File: src/hw/rtl/kcl_pkg.sv
`timescale 1ns / 1ps

package kcl_pkg;

	localparam int DEF_CODE_DIGITS = 4;

	localparam int CODE_W  = 16;
	localparam int LIMIT_W = 3;
	localparam int PHASE_W = 3;
	localparam int EVENT_W = 4;
	localparam int DISP_W  = 2;
	localparam int LEN_W   = 3;
	localparam int KIND_W  = 2;
	localparam int KEY_W   = 4;
	localparam int DIGIT_W = 4;

	// Session phases
	localparam logic [PHASE_W-1:0] PH_IDLE   = 3'd0;
	localparam logic [PHASE_W-1:0] PH_VERIFY = 3'd1;
	localparam logic [PHASE_W-1:0] PH_CUR    = 3'd2;
	localparam logic [PHASE_W-1:0] PH_NEW    = 3'd3;
	localparam logic [PHASE_W-1:0] PH_CONF   = 3'd4;

	// Transaction kinds
	localparam logic [KIND_W-1:0] KIND_PRESS  = 2'd0;
	localparam logic [KIND_W-1:0] KIND_VERIFY = 2'd1;
	localparam logic [KIND_W-1:0] KIND_CHANGE = 2'd2;

	// Keys
	localparam logic [KEY_W-1:0] KEY_DIGIT_MAX = 4'd9;
	localparam logic [KEY_W-1:0] KEY_BACK      = 4'd13;
	localparam logic [KEY_W-1:0] KEY_CANCEL    = 4'd14;

	// Result events
	localparam logic [EVENT_W-1:0] EV_PROGRESS  = 4'd0;
	localparam logic [EVENT_W-1:0] EV_CANCELLED = 4'd1;
	localparam logic [EVENT_W-1:0] EV_GRANTED   = 4'd2;
	localparam logic [EVENT_W-1:0] EV_RETRY     = 4'd3;
	localparam logic [EVENT_W-1:0] EV_DENIED    = 4'd4;
	localparam logic [EVENT_W-1:0] EV_WRONG_CUR = 4'd5;
	localparam logic [EVENT_W-1:0] EV_MISMATCH  = 4'd6;
	localparam logic [EVENT_W-1:0] EV_CHANGED   = 4'd7;
	localparam logic [EVENT_W-1:0] EV_IGNORED   = 4'd8;

	// Display actions
	localparam logic [DISP_W-1:0] DISP_NONE  = 2'd0;
	localparam logic [DISP_W-1:0] DISP_SHOW  = 2'd1;
	localparam logic [DISP_W-1:0] DISP_ERASE = 2'd2;

	// Configuration register indexes
	localparam logic CFG_INITIAL_CODE  = 1'b0;
	localparam logic CFG_ATTEMPT_LIMIT = 1'b1;

	localparam logic [CODE_W-1:0]  RST_INITIAL_CODE  = 16'h0000;
	localparam logic [LIMIT_W-1:0] RST_ATTEMPT_LIMIT = 3'd3;

	typedef struct packed {
		logic [PHASE_W-1:0] phase;
		logic [LIMIT_W-1:0] wrong;
		logic [CODE_W-1:0]  pending;
		logic               replaced;
		logic [CODE_W-1:0]  replaced_code;
	} lock_state_t;

	typedef struct packed {
		logic [CODE_W-1:0]  new_code;
		logic               session_active;
		logic [LIMIT_W-1:0] attempts_used;
		logic [LEN_W-1:0]   entered_length;
		logic [DISP_W-1:0]  display_action;
		logic [EVENT_W-1:0] event_res;
	} result_t;

	localparam int RES_W   = $bits(result_t);
	localparam int TDATA_W = ((RES_W + 7) / 8) * 8;

endpackage

File: src/hw/rtl/kcl_step.sv
`timescale 1ns / 1ps

module kcl_step #(
	parameter int CODE_DIGITS = kcl_pkg::DEF_CODE_DIGITS,
	parameter int CNT_W = (CODE_DIGITS > 1) ? $clog2(CODE_DIGITS) : 1
) (
	input  logic [kcl_pkg::KIND_W-1:0]                       kind,
	input  logic [kcl_pkg::KEY_W-1:0]                        key,
	input  logic [kcl_pkg::CODE_W-1:0]                       initial_code,
	input  logic [kcl_pkg::LIMIT_W-1:0]                      attempt_limit,
	input  kcl_pkg::lock_state_t                             state_cur,
	input  logic [CNT_W-1:0]                                 count_cur,
	input  logic [CODE_DIGITS-1:0][kcl_pkg::DIGIT_W-1:0]     digits,
	output kcl_pkg::lock_state_t                             state_nxt,
	output logic [CNT_W-1:0]                                 count_nxt,
	output logic                                             digit_we,
	output kcl_pkg::result_t                                 result
);
	import kcl_pkg::*;

	localparam logic [CNT_W-1:0] LAST = CNT_W'(CODE_DIGITS - 1);
	localparam int PACK_W = 32;

	logic [PACK_W-1:0]  packed_val;
	logic [CODE_W-1:0]  entry_val;
	logic [CODE_W-1:0]  code_now;
	logic [LIMIT_W-1:0] lim;
	logic [LIMIT_W-1:0] wrong_inc;

	// The digit being typed completes the entry, so it takes the last slot.
	always_comb begin
		packed_val = '0;
		for (int i = 0; i < CODE_DIGITS; i++) begin
			if (i == CODE_DIGITS - 1) begin
				packed_val = {packed_val[PACK_W-DIGIT_W-1:0], key};
			end else begin
				packed_val = {packed_val[PACK_W-DIGIT_W-1:0], digits[i]};
			end
		end
	end

	assign entry_val = packed_val[CODE_W-1:0];
	assign code_now  = state_cur.replaced ? state_cur.replaced_code : initial_code;
	assign lim       = (attempt_limit == '0) ? LIMIT_W'(1) : attempt_limit;
	assign wrong_inc = state_cur.wrong + LIMIT_W'(1);

	logic [EVENT_W-1:0] ev;
	logic [DISP_W-1:0]  disp;
	logic [CODE_W-1:0]  newc;

	always_comb begin
		state_nxt = state_cur;
		count_nxt = count_cur;
		digit_we  = 1'b0;
		ev        = EV_PROGRESS;
		disp      = DISP_NONE;
		newc      = '0;
		if (kind == KIND_VERIFY || kind == KIND_CHANGE) begin
			state_nxt.phase = (kind == KIND_VERIFY) ? PH_VERIFY : PH_CUR;
			state_nxt.wrong = '0;
			count_nxt       = '0;
		end else if (state_cur.phase == PH_IDLE) begin
			ev = EV_IGNORED;
		end else if (kind == KIND_PRESS) begin
			if (key == KEY_CANCEL) begin
				state_nxt.phase = PH_IDLE;
				count_nxt       = '0;
				ev              = EV_CANCELLED;
			end else if (key == KEY_BACK) begin
				if (count_cur != '0) begin
					count_nxt = count_cur - CNT_W'(1);
					disp      = DISP_ERASE;
				end
			end else if (key <= KEY_DIGIT_MAX) begin
				digit_we = 1'b1;
				disp     = DISP_SHOW;
				if (count_cur == LAST) begin
					count_nxt = '0;
					case (state_cur.phase)
						PH_VERIFY: begin
							if (entry_val == code_now) begin
								ev              = EV_GRANTED;
								state_nxt.phase = PH_IDLE;
							end else begin
								state_nxt.wrong = wrong_inc;
								if (wrong_inc >= lim) begin
									ev              = EV_DENIED;
									state_nxt.phase = PH_IDLE;
								end else begin
									ev = EV_RETRY;
								end
							end
						end
						PH_CUR: begin
							if (entry_val == code_now) begin
								state_nxt.phase = PH_NEW;
							end else begin
								ev              = EV_WRONG_CUR;
								state_nxt.phase = PH_IDLE;
							end
						end
						PH_NEW: begin
							state_nxt.pending = entry_val;
							state_nxt.phase   = PH_CONF;
						end
						default: begin
							if (entry_val == state_cur.pending) begin
								state_nxt.replaced      = 1'b1;
								state_nxt.replaced_code = entry_val;
								newc                    = entry_val;
								ev                      = EV_CHANGED;
							end else begin
								ev = EV_MISMATCH;
							end
							state_nxt.phase = PH_IDLE;
						end
					endcase
				end else begin
					count_nxt = count_cur + CNT_W'(1);
				end
			end
		end
	end

	always_comb begin
		result.event_res      = ev;
		result.display_action = disp;
		result.entered_length = LEN_W'(count_nxt);
		result.attempts_used  = state_nxt.wrong;
		result.session_active = (state_nxt.phase != PH_IDLE);
		result.new_code       = newc;
	end

endmodule

File: src/hw/rtl/keypad_code_lock_unit.sv
`timescale 1ns / 1ps

// Keypad code lock. Each input transaction is a key press or a command that
// starts a verify or change session; every transaction yields exactly one
// result transaction. Throughput is one transaction per cycle while the downstream
// side accepts results. The transaction is first held in an input register, then the
// session state is updated and the result is written to the output register
// in one pass through the step logic, whose longest path is the 16-bit compare
// of the packed entry against the code in force. The input register lets one
// further transaction in while a result is held by the downstream side.
// The code in force is initial_code until a change session succeeds; after
// that only a reset brings initial_code back. Configuration writes are meant
// for an idle block.

module keypad_code_lock_unit #(
	parameter int CODE_DIGITS = kcl_pkg::DEF_CODE_DIGITS
) (
	input  logic                          clk,
	input  logic                          arst_n,
	// Configuration
	input  logic                          cfg_we,
	input  logic                          cfg_addr,
	input  logic [kcl_pkg::CODE_W-1:0]    cfg_wdata,
	// Input stream
	input  logic                          s_tvalid,
	output logic                          s_tready,
	input  logic [7:0]                    s_tdata,   // [3:0] key, [7:4] zero
	input  logic [kcl_pkg::KIND_W-1:0]    s_tuser,   // [1:0] kind
	// Result stream
	output logic                          m_tvalid,
	input  logic                          m_tready,
	// [3:0] event_res, [5:4] display_action, [8:6] entered_length,
	// [11:9] attempts_used, [12] session_active, [28:13] new_code, rest zero
	output logic [kcl_pkg::TDATA_W-1:0]   m_tdata
);
	import kcl_pkg::*;

	localparam int CNT_W = (CODE_DIGITS > 1) ? $clog2(CODE_DIGITS) : 1;

	logic [CODE_W-1:0]  initial_code_q;
	logic [LIMIT_W-1:0] attempt_limit_q;

	always_ff @(posedge clk or negedge arst_n) begin
		if (!arst_n) begin
			initial_code_q  <= RST_INITIAL_CODE;
			attempt_limit_q <= RST_ATTEMPT_LIMIT;
		end else if (cfg_we) begin
			case (cfg_addr)
				CFG_INITIAL_CODE:  initial_code_q  <= cfg_wdata;
				CFG_ATTEMPT_LIMIT: attempt_limit_q <= cfg_wdata[LIMIT_W-1:0];
				default: ;
			endcase
		end
	end

	// Input register
	logic               valid_s1;
	logic [KIND_W-1:0]  kind_s1;
	logic [KEY_W-1:0]   key_s1;
	logic               out_valid_q;
	result_t            res_q;
	logic               out_free;
	logic               fire;

	assign out_free = !out_valid_q || m_tready;
	assign fire     = valid_s1 && out_free;
	assign s_tready = !valid_s1 || out_free;

	always_ff @(posedge clk or negedge arst_n) begin
		if (!arst_n) begin
			valid_s1 <= 1'b0;
		end else if (s_tready) begin
			valid_s1 <= s_tvalid;
		end
	end

	always_ff @(posedge clk) begin
		if (s_tready && s_tvalid) begin
			kind_s1 <= s_tuser;
			key_s1  <= s_tdata[KEY_W-1:0];
		end
	end

	// Session state
	lock_state_t                           state_q;
	lock_state_t                           state_nxt;
	logic [CNT_W-1:0]                      count_q;
	logic [CNT_W-1:0]                      count_nxt;
	logic [CODE_DIGITS-1:0][DIGIT_W-1:0]   digits_q;
	logic                                  digit_we;
	result_t                               result;

	kcl_step #(
		.CODE_DIGITS(CODE_DIGITS),
		.CNT_W(CNT_W)
	) u_step (
		.kind(kind_s1),
		.key(key_s1),
		.initial_code(initial_code_q),
		.attempt_limit(attempt_limit_q),
		.state_cur(state_q),
		.count_cur(count_q),
		.digits(digits_q),
		.state_nxt(state_nxt),
		.count_nxt(count_nxt),
		.digit_we(digit_we),
		.result(result)
	);

	always_ff @(posedge clk or negedge arst_n) begin
		if (!arst_n) begin
			state_q     <= '0;
			count_q     <= '0;
			out_valid_q <= 1'b0;
		end else if (fire) begin
			state_q     <= state_nxt;
			count_q     <= count_nxt;
			out_valid_q <= 1'b1;
		end else if (m_tready) begin
			out_valid_q <= 1'b0;
		end
	end

	always_ff @(posedge clk) begin
		if (fire) begin
			res_q <= result;
			if (digit_we) begin
				digits_q[count_q] <= key_s1;
			end
		end
	end

	assign m_tvalid = out_valid_q;
	assign m_tdata  = TDATA_W'(res_q);

endmodule

File: config.mk
export PLATFORM = sky130hd
export DESIGN_NAME = keypad_code_lock_unit
export DESIGN_NICKNAME = d
export VERILOG_FILES = /design/src/hw/rtl/kcl_pkg.sv /design/src/hw/rtl/kcl_step.sv /design/src/hw/rtl/keypad_code_lock_unit.sv
export SDC_FILE = /design/constraint.sdc
export NUM_CORES = 1
export LEC_CHECK = 0
export BUFFER_PORTS_ARGS = -buffer_cell sky130_fd_sc_hd__buf_2
export CORE_ASPECT_RATIO = 1.5
export CORE_UTILIZATION = 45
export DETAILED_ROUTE_END_ITERATION = 7
export PLACE_DENSITY = 0.66
export SETUP_SLACK_MARGIN = 0.15
export SYNTH_ARGS = -nofsm -noshare
export SYNTH_HDL_FRONTEND = slang
export SYNTH_HIERARCHICAL = 1
export SYNTH_SLANG_ARGS = --single-unit
File: constraint.sdc
create_clock -name clk -period 2.3 [get_ports clk]
set_input_delay 0.46 -clock clk [delete_from_list [all_inputs] [get_ports clk]]
set_output_delay 0.46 -clock clk [all_outputs]
set_load 0.02 [all_outputs]
==> flow_metrics.tcl <==
set metrics [dict create \
    tritoncts "yes" \
    critical_path_required_ps 2530 \
    antenna_found_initial 0 \
    core_mm2 0.0125 \
    drtAntennaViolNets 0 \
    grt_first_pass_wirelength_um 20600 \
    post_cts_hold_buffer_count 0 \
    fmax_ghz 0.387 \
    critical_path_class "flip-flop to flip-flop" \
    grt_start_max_net_pins 42 \
    layout_worst_path_cycle_share 1.12 \
    hold_path_class "primary input to asynchronous set/reset pin" \
    worst_pin_slew_ps 539 \
    floorplan_die_area_mm2 0.0133 \
    violated_checks "negative setup slack" \
    detail_route.iter0.violations 206 \
    final-hold-violation-count 0 \
    mappedNetlistArea_mm2 0.00579 \
    die_w_um 94.6 \
    yosysWarnings 6 \
    cts.reportedPaths.clkPinSlew_ps 70 \
    layout.nets 580 \
    viasPerCell 5.34 \
    hpwlAfterDp_um 8410 \
    route.detailed.drc 0 \
    vias_in_the_first_global_route 3834 \
    die-height_um 141 \
    finalCriticalPeriod_ps 2580 \
    avgSynthCellArea_um2 13.9 \
    cts.htree.levels 3 \
    worst_skew_pair.late_latency_ps 340 \
    num_vias 3736 \
    most-common-layout-cells "72 x sky130_fd_sc_hd__mux2_4, 60 x sky130_fd_sc_hd__dfrtp_1, 58 x sky130_fd_sc_hd__buf_2" \
    layout.cells.non_filler 699 \
    port_buffers 58 \
    cts_root_buffer "sky130_fd_sc_hd__clkbuf_16" \
    timing.max_slew.rel_slack 0.640 \
    initial_utilization 0.463 \
    n_antenna_cell 0 \
    dpl_worst_slack_ps -130 \
    slew_violations 0 \
    routed_wirelength_um 13600 \
    final_replace_weighted_congestion 0.851 \
    placement_rows 50 \
    end_kind "flip-flop" \
    max_cap_viol_count 0 \
    fraction_of_final_layout_cells_sized_beyond_drive_strength_1 0.538 \
    power_density_mw_per_mm2 643 \
    setup_viol 27 \
    total_leakage_power_nw 3.27 \
    clk_path_buf_depth 2 \
    critical_path.max_fanout 6 \
    fin_skew_ps 7.80 \
    cts_buffers 9 \
    syn_inst 418 \
    max-vdd-ir-drop_mv 0.472 \
    gr-total-overflow 0 \
    mostFrequentLayoutCell "sky130_fd_sc_hd__mux2_4" \
    place.detailed.instances 654 \
    firstDrtPassIters 4 \
    num_io_pins 66 \
    globalRouteTotalUtil 0.206 \
    status "finished, violations left" \
    worst_slack_ps -284 \
    grt_setup_unrepaired "true" \
    cp_data_arrival_time_ps 2810 \
    layout-area-overhead-vs-synth_pct 28.9 \
    tritoncts_num_sinks 109 \
    worstSetupStartpointType "flip-flop" \
    route.detailed.wl_per_inst_um 19.4 \
]
## final cells by class
cell class	instances	area, µm²
clock buffer	10	239
tap	156	195
fill	977	5050
inverter	11	46.3
clock inverter	6	110
sequential	109	2970
multi-input combinational	271	2840
timing repair buffer	136	1070
## registers in the layout, indices dropped and copies added (netlist names)
signal           cells
attempt_limit_q      3
valid_s1             1
m_tvalid             1
state_q             39
count_q              2
kind_s1              2
digits_q            12
key_s1               4
initial_code_q      16
m_tdata             29
## worst paths after layout
path	start	end	slack, ps	cells past startpoint
min	arst_n	initial_code_q[9]	90	1
min in group clk	s_tdata[0]	key_s1[0]	290	1
max in group asynchronous	arst_n	count_q[0]	1580	2
max reg2reg	state_q[16]	state_q[36]	-280	10
max	state_q[16]	state_q[36]	-280	10
min reg2reg	initial_code_q[1]	initial_code_q[1]	510	1
## report_power, final
| group | switching (W) | leakage [nW] | internal, W |
|---|---|---|---|
| logic | 0.000445 | 1.84 | 0.000346 |
| clock network | 0.000701 | 0.166 | 0.00109 |
| registers | 0.0000643 | 1.26 | 0.00215 |
| total | 0.00121 | 3.27 | 0.00359 |
## worst max-delay path, stage by stage, from the launching register on
cell,delay [ps]
sky130_fd_sc_hd__dfrtp_1,390
sky130_fd_sc_hd__buf_6,160
sky130_fd_sc_hd__mux2i_1,270
sky130_fd_sc_hd__xor2_1,320
sky130_fd_sc_hd__nand4_1,230
sky130_fd_sc_hd__nor4_4,300
sky130_fd_sc_hd__buf_6,170
sky130_fd_sc_hd__buf_6,130
sky130_fd_sc_hd__o311a_4,180
sky130_fd_sc_hd__o31ai_2,70
sky130_fd_sc_hd__mux2_4,250
## routing by layer
layer  global-route usage  up-vias  share of wire
met5                    0        -              0
met4               0.0702        0          0.019
met3               0.0291       18          0.040
met2                0.370      111           0.55
met1                0.246     1887           0.39
li1                     -     1720              -
## timing repair
action,4_1_cts,5_1_grt
gates resized for setup,41,34
cloned,3,2
endpoints found under the setup margin,44,65
buffers inserted,18,6
pin swaps,18,15
## through the flow
step / TNS, ps / area (µm²) / power, W / hold slack [ps] / util
after global routing: -7820 / 7460 / 0.00497 / 119 / 0.597
after detailed placement: -1150 / 6540 / 0.00296 / 477 / 0.523
final: -3980 / 7460 / 0.00480 / 89.7 / 0.597
after floorplan: -283 / 5950 / 0.00275 / 164 / -
after CTS: -1630 / 7260 / 0.00478 / 108 / 0.581
after global placement: -253 / 6540 / 0.00294 / 460 / 0.523
No activity file was read; power rests on OpenSTA's default activity.
